<file path="src/design/blist_pkg.sv">
// Shared types and codes for the bounded list with push, pop and insert.
// Holds the input and result word structs, operation and status codes.
// No dependencies.
package blist_pkg;

  // Default capacity of the list store
  localparam int unsigned DEPTH_DEF = 16;

  // Field widths
  localparam int unsigned OP_W    = 2;
  localparam int unsigned POS_W   = 5;
  localparam int unsigned DATA_W  = 32;
  localparam int unsigned STAT_W  = 2;
  localparam int unsigned COUNT_W = 5;

  // Operation codes
  localparam logic [OP_W-1:0] OP_PUSH   = 2'd0;
  localparam logic [OP_W-1:0] OP_POP    = 2'd1;
  localparam logic [OP_W-1:0] OP_INSERT = 2'd2;

  // Status codes
  localparam logic [STAT_W-1:0] ST_OK    = 2'd0;
  localparam logic [STAT_W-1:0] ST_EMPTY = 2'd1;
  localparam logic [STAT_W-1:0] ST_FULL  = 2'd2;
  localparam logic [STAT_W-1:0] ST_RANGE = 2'd3;

  // Input word
  typedef struct packed {
    logic [OP_W-1:0]          op;
    logic [POS_W-1:0]         position;
    logic signed [DATA_W-1:0] word_in;
  } in_t;

  // Result word
  typedef struct packed {
    logic signed [DATA_W-1:0] word_out;
    logic [STAT_W-1:0]        status;
    logic [COUNT_W-1:0]       count_out;
  } out_t;

endpackage

</file>
<file path="src/design/bounded_list_push_pop_insert_top.sv">
// Bounded list of signed words with push, pop and insert at position.
// Depends on blist_pkg for word types, operation and status codes.
//
//   channel | direction | handshake                | payload
//   --------+-----------+--------------------------+-------------------
//   in      | input     | in_valid_i / in_ready_o  | in_word_i   (in_t)
//   out     | output    | out_valid_o / out_ready_i| out_word_o  (out_t)
//
// Only one operation is taken at a time. Push, unused op and any rejected
// operation go straight to the result step; pop first reads the store.
// An insert works through the single memory port pair: each moved entry is
// one registered read followed by one write.
// Reset clears count and the handshake state; the store is not cleared.
// A result waiting on out_ready_i holds the sequencer in its last step.
module bounded_list_push_pop_insert_top #(
  parameter int unsigned DEPTH = blist_pkg::DEPTH_DEF
) (
  input  logic            clk_i,
  input  logic            rst_ni,
  input  logic            in_valid_i,
  output logic            in_ready_o,
  input  blist_pkg::in_t  in_word_i,
  output logic            out_valid_o,
  input  logic            out_ready_i,
  output blist_pkg::out_t out_word_o
);

  localparam int unsigned AW = (DEPTH > 1) ? $clog2(DEPTH) : 1;
  localparam int unsigned CW = $clog2(DEPTH + 1);
  localparam int unsigned PW = (CW > blist_pkg::POS_W) ? CW : blist_pkg::POS_W;

  typedef enum logic [2:0] {
    S_IDLE,
    S_POP_WAIT,
    S_SHIFT_RD,
    S_SHIFT_WR,
    S_DONE
  } state_e;

  state_e                                state_q, state_d;
  logic [CW-1:0]                         count_q, count_d;
  logic [CW-1:0]                         idx_q, idx_d;
  logic [blist_pkg::POS_W-1:0]           pos_q, pos_d;
  logic signed [blist_pkg::DATA_W-1:0]   data_q, data_d;
  logic signed [blist_pkg::DATA_W-1:0]   res_word_q, res_word_d;
  logic [blist_pkg::STAT_W-1:0]          res_stat_q, res_stat_d;
  logic                                  out_valid_q, out_valid_d;
  blist_pkg::out_t                       out_q, out_d;

  // Memory port signals
  logic signed [blist_pkg::DATA_W-1:0]   mem_q [DEPTH];
  logic signed [blist_pkg::DATA_W-1:0]   rdata_q;
  logic                                  mem_we, mem_re;
  logic [AW-1:0]                         mem_waddr, mem_raddr;
  logic signed [blist_pkg::DATA_W-1:0]   mem_wdata;

  logic                                  in_acc;
  logic                                  full;
  logic [PW-1:0]                         pos_in_ext, pos_q_ext, count_ext, idx_ext;
  logic [CW-1:0]                         idx_dec, count_dec;

  assign in_ready_o  = (state_q == S_IDLE);
  assign in_acc      = in_valid_i && in_ready_o;
  assign full        = (count_q >= CW'(DEPTH));
  assign pos_in_ext  = PW'(in_word_i.position);
  assign pos_q_ext   = PW'(pos_q);
  assign count_ext   = PW'(count_q);
  assign idx_ext     = PW'(idx_q);
  assign idx_dec     = idx_q - CW'(1);
  assign count_dec   = count_q - CW'(1);
  assign out_valid_o = out_valid_q;
  assign out_word_o  = out_q;

  // Sequence the operation and drive the memory port
  always_comb begin
    state_d     = state_q;
    count_d     = count_q;
    idx_d       = idx_q;
    pos_d       = pos_q;
    data_d      = data_q;
    res_word_d  = res_word_q;
    res_stat_d  = res_stat_q;
    out_valid_d = out_valid_q;
    out_d       = out_q;
    mem_we      = 1'b0;
    mem_re      = 1'b0;
    mem_waddr   = count_q[AW-1:0];
    mem_raddr   = count_dec[AW-1:0];
    mem_wdata   = data_q;

    // Drop the result once taken
    if (out_valid_q && out_ready_i) begin
      out_valid_d = 1'b0;
    end

    case (state_q)
      S_IDLE: begin
        if (in_acc) begin
          pos_d      = in_word_i.position;
          data_d     = in_word_i.word_in;
          res_word_d = '0;
          res_stat_d = blist_pkg::ST_OK;
          state_d    = S_DONE;
          case (in_word_i.op)
            blist_pkg::OP_PUSH: begin
              if (full) begin
                res_stat_d = blist_pkg::ST_FULL;
              end else begin
                mem_we    = 1'b1;
                mem_waddr = count_q[AW-1:0];
                mem_wdata = in_word_i.word_in;
                count_d   = count_q + CW'(1);
              end
            end
            blist_pkg::OP_POP: begin
              if (count_q == '0) begin
                res_stat_d = blist_pkg::ST_EMPTY;
              end else begin
                mem_re    = 1'b1;
                mem_raddr = count_dec[AW-1:0];
                count_d   = count_dec;
                state_d   = S_POP_WAIT;
              end
            end
            blist_pkg::OP_INSERT: begin
              if (full) begin
                res_stat_d = blist_pkg::ST_FULL;
              end else if (pos_in_ext > count_ext) begin
                res_stat_d = blist_pkg::ST_RANGE;
              end else begin
                idx_d   = count_q;
                state_d = S_SHIFT_RD;
              end
            end
            default: begin
              res_stat_d = blist_pkg::ST_OK;
            end
          endcase
        end
      end
      S_POP_WAIT: begin
        res_word_d = rdata_q;
        state_d    = S_DONE;
      end
      S_SHIFT_RD: begin
        if (idx_ext > pos_q_ext) begin
          // Fetch the entry below the hole
          mem_re    = 1'b1;
          mem_raddr = idx_dec[AW-1:0];
          state_d   = S_SHIFT_WR;
        end else begin
          // Drop the new word into the hole
          mem_we    = 1'b1;
          mem_waddr = AW'(pos_q);
          mem_wdata = data_q;
          count_d   = count_q + CW'(1);
          state_d   = S_DONE;
        end
      end
      S_SHIFT_WR: begin
        // Move the fetched entry up by one place
        mem_we    = 1'b1;
        mem_waddr = idx_q[AW-1:0];
        mem_wdata = rdata_q;
        idx_d     = idx_dec;
        state_d   = S_SHIFT_RD;
      end
      S_DONE: begin
        // Hold until the output register is free
        if (!out_valid_q || out_ready_i) begin
          out_d.word_out  = res_word_q;
          out_d.status    = res_stat_q;
          out_d.count_out = blist_pkg::COUNT_W'(count_q);
          out_valid_d     = 1'b1;
          state_d         = S_IDLE;
        end
      end
      default: begin
        state_d = S_IDLE;
      end
    endcase
  end

  // Hold state, count and the result valid flag
  always_ff @(posedge clk_i or negedge rst_ni) begin
    if (!rst_ni) begin
      state_q     <= S_IDLE;
      count_q     <= '0;
      out_valid_q <= 1'b0;
    end else begin
      state_q     <= state_d;
      count_q     <= count_d;
      out_valid_q <= out_valid_d;
    end
  end

  // Payload registers
  always_ff @(posedge clk_i) begin
    idx_q      <= idx_d;
    pos_q      <= pos_d;
    data_q     <= data_d;
    res_word_q <= res_word_d;
    res_stat_q <= res_stat_d;
    out_q      <= out_d;
  end

  // List store: one write and one registered read per cycle
  always_ff @(posedge clk_i) begin
    if (mem_we) begin
      mem_q[mem_waddr] <= mem_wdata;
    end
    if (mem_re) begin
      rdata_q <= mem_q[mem_raddr];
    end
  end

  // Count never exceeds capacity
  a_count_bound: assert property (@(posedge clk_i) disable iff (!rst_ni)
    count_q <= CW'(DEPTH))
    else $error("list count above capacity");

  // An accepted push on a non-full list grows the count by one
  a_push_grows: assert property (@(posedge clk_i) disable iff (!rst_ni)
    (in_acc && in_word_i.op == blist_pkg::OP_PUSH && !full)
    |=> count_q == $past(count_q) + CW'(1))
    else $error("push did not grow count");

  // A shift write always moves an entry above the insert position
  a_shift_above_pos: assert property (@(posedge clk_i) disable iff (!rst_ni)
    (state_q == S_SHIFT_WR) |-> (idx_ext > pos_q_ext && idx_q <= count_q))
    else $error("shift index out of range");

  // An empty pop returns a zero word
  a_empty_zero: assert property (@(posedge clk_i) disable iff (!rst_ni)
    (out_valid_q && out_q.status == blist_pkg::ST_EMPTY) |-> out_q.word_out == '0)
    else $error("empty pop returned nonzero word");

endmodule

</file>
<file path="config.mk">
export PLATFORM = sky130hd
export DESIGN_NAME = bounded_list_push_pop_insert_top
export DESIGN_NICKNAME = d
export VERILOG_FILES = /design/src/design/blist_pkg.sv /design/src/design/bounded_list_push_pop_insert_top.sv
export SDC_FILE = /design/constraint.sdc
export NUM_CORES = 1
export LEC_CHECK = 0
export ABC_AREA = 1
export BUFFER_PORTS_ARGS = -buffer_cell sky130_fd_sc_hd__buf_2
export CAP_MARGIN = 30
export CORE_UTILIZATION = 47
export CTS_BUF_LIST = sky130_fd_sc_hd__clkbuf_4 sky130_fd_sc_hd__clkbuf_8
export DETAILED_ROUTE_END_ITERATION = 12
export GPL_ROUTABILITY_DRIVEN = 0
export SLEW_MARGIN = 20
export SYNTH_ARGS = -nofsm -noshare
export SYNTH_HDL_FRONTEND = slang
export SYNTH_SLANG_ARGS = --single-unit
</file>
<file path="constraint.sdc">
create_clock -name clk_i -period 7.6 [get_ports clk_i]
set_input_delay 1.14 -clock clk_i [delete_from_list [all_inputs] [get_ports clk_i]]
set_output_delay 1.14 -clock clk_i [all_outputs]
set_load 0.1 [all_outputs]
</file>
==> qor.yml <==
worst_setup_path:
  critical_path.top_delay_family: "simple AND/OR/NAND/NOR gates"
  worstPathRequired_ns: 7.95
  crit_fanout: 65
  cp-start-kind: "flop"
  crit_type: "flop to flop"
  worstPathCellList: "inv_2, nand2_2, nor2_2, inv_2, nor2_4, buf_4, nand3_2, buf_4, nand2_1, nand3_1, nor2_4, buf_4"
  cp_slowest_stage_delay_ns: 0.69
  path_common_cell: "buf_4"
  cp_slowest_cell: "nor2_4"
  path_buf_inv: 5
  crit_path_end_kind: "flop"
  cp.arrival_ns: 4.67
floorplan:
  coreArea_mm2: 0.0608
  die_area_mm2: 0.0629
  die_x_um: 251
  start_util_pct: 47.8
  ioPinCount: 84
  num_rows: 90
  die_h_um: 251
layout:
  n_antenna_cell: 0
  utilization_pct: 53.9
  final_cell_mix: "edfxtp_1 (659), nand3_1 (535), inv_1 (513)"
  syn_to_final_growth_pct: 12.7
  fin_area_mm2: 0.0328
  drive_gt1_share_pct: 13.0
  nFillCells: 5214
  nets: 2808
  multi_input_area_mm2: 0.00673
  seqCellArea_mm2: 0.0200
  final_common_cell: "edfxtp_1"
pwr:
  p_seq_share_pct: 36.8
  switching_share_pct: 41.6
  pwr-share-comb_pct: 41.0
  p_int_mw: 8.01
  ir_drop_mv: 0.269
  p_leak_nw: 13.5
  total_power_mw: 13.7
  p_clk_share_pct: 22.2
  powerDensity_mw_per_mm2: 418
  p_switching_mw: 5.71
routing:
  vias: 19500
  final_antenna_net_count: 0
  firstDrtPassIters: 6
  dr.first_iter.drc_count: 2072
  post_drt_via_cell_ratio: 5.40
  wl_per_cell_um: 21.0
  drc_errors: 0
  wl_um: 76000
yosys:
  synth_top_area_share_pct: 68.0
  syn_inst: 2628
  synth-edff-count: 659
  ys_seq_elements: 668
  synth_area_leader_cell: "edfxtp_1"
  async_flop_share_pct: 1.35
  synth_area_leaders: "edfxtp_1 (68%), nand3_1 (9.2%), inv_1 (6.6%), nand2_1 (5.7%), nand3b_1 (2.5%)"
  netlist_area_mm2: 0.0291
  ys_seq_area_share_pct: 68.8
  synth_cell_type_count: 33
  synthesis.nets: 2688
  ys_warn_count: 0
  syn-mean-instance-area_um2: 11.1
  synth_flop_cell: "edfxtp_1"
clocking:
  cts.clk_slew.worst_paths_ns: 0.07
  clock_sinks: 668
  clkLatencyLatePin_ns: 0.72
  htreeDepth: 3
  cts_tree: "built"
  clk_path_buf_depth: 3
  cts_buffers: 106
  clockRootBuffer: "clkbuf_8"
  cts_resized: 0
  cts_hold_buf: 0
  cts_setup_buffers: 0
timing:
  period_share_pct: 56.8
  grt_setup_unrepaired: "no"
  period_minus_slack_ns: 4.32
  hold_viol: 0
  tns_ns: 0
  setup_viol: 0
  tightest_slew_ns: 0.968
  finClkSkew_ns: 0.0208
  fmax_mhz: 232
  drv_slew: 0
  slew_headroom_pct: 35.5
global_routing:
  grt_pass1_vias: 18800
  grt_max_degree: 146
  grt-ovfl-total: 0
  grt_pass1_wl_um: 115000
  grt_usage_pct: 24.4
  antenna_found_initial: 0
place:
  port_buffers: 83
  dp_hpwl_um: 41500
  dpl_cell_area_mm2: 0.0307
run:
  maxCapViolations: 0
run_status:
  status: "completed"
min_path:
  hp-class: "primary input to async pin"
-- power by group through the flow --
stage	Clock [mW]	Combinational, mW	Sequential, mW
detailed placement	0	5.55	5.13
global placement	0	5.43	5.13
floorplan	0	3.36	5.52
CTS	3.09	5.58	5.05
global route	3.24	6.10	5.08
finish	3.04	5.62	5.05
-- per-layer routing --
layer / track usage (%) / wire, um / up-vias
met3: 3.99 / 6390 / 117
met4: 7.38 / 1520 / 0
met1: 35.2 / 33600 / 9434
met5: 0 / 0 / -
met2: 38.0 / 34600 / 889
li1: - / - / 9079
-- layout make-up --
cell class,instances,area share (%)
inverters,522,5.98
flip-flops and latches,668,61.0
clock buffers,148,5.47
repair buffers,151,3.14
multi-input cells,1299,20.5
well taps,782,2.98
clock inverters,43,0.893
-- flip-flops by register name, indices dropped and copies added (netlist names), 3 cells and up --
signal      cells
mem_q         512
out_word_o     39
data_q         32
rdata_q        32
res_word_q     32
count_ext       5
idx_ext         5
pos_q           5
state_q         3
-- final timing paths --
kind                           startpoint             end  slack (ns)  depth (start not counted)
max reg2reg                    state_q[2]   mem_q[15][21]        3.28                         12
min in group clk_i         res_word_q[25]  out_word_o[32]        0.42                          0
max                            state_q[2]   mem_q[15][21]        3.28                         12
min reg2reg                res_word_q[25]  out_word_o[32]        0.42                          0
min                                rst_ni    count_ext[1]        0.28                          1
max in group asynchronous          rst_ni    count_ext[0]        7.13                          1
-- cell usage after synthesis (2+ instances only) --
cell	n
nand2_1	438
nand3_1	536
nand3b_1	96
buf_4	10
o21ai_0	48
buf_1	11
nand2_4	2
nand4_1	3
nor3_1	2
inv_1	513
xnor2_1	3
nor2_1	59
nand2_2	4
dfrtp_1	9
xor2_1	7
buf_2	68
clkbuf_1	49
nor2_2	2
o21ai_1	6
edfxtp_1	659
o221ai_1	32
a21oi_1	37
ha_1	17
inv_2	8
-- through the flow --
step                      instances  worst slack (ns)  hold slack, ns
after floorplan                2628              1.13           0.400
after global placement         3412              3.15           0.400
after detailed placement       3420              3.05           0.405
after CTS                      3611              3.01           0.253
after global routing           3613              2.97           0.270
final                          3613              3.28           0.279
-- cell families after synthesis --
family	Yosys count	share of synthesized area (%)
flops	668	68.8
compound gates	125	2.58
xor+xnor	10	0.301
simple gates	1147	18.6
buf+inv	661	8.97
fa+ha+maj	17	0.731
Note: power is estimated with default switching activity, not from simulation.
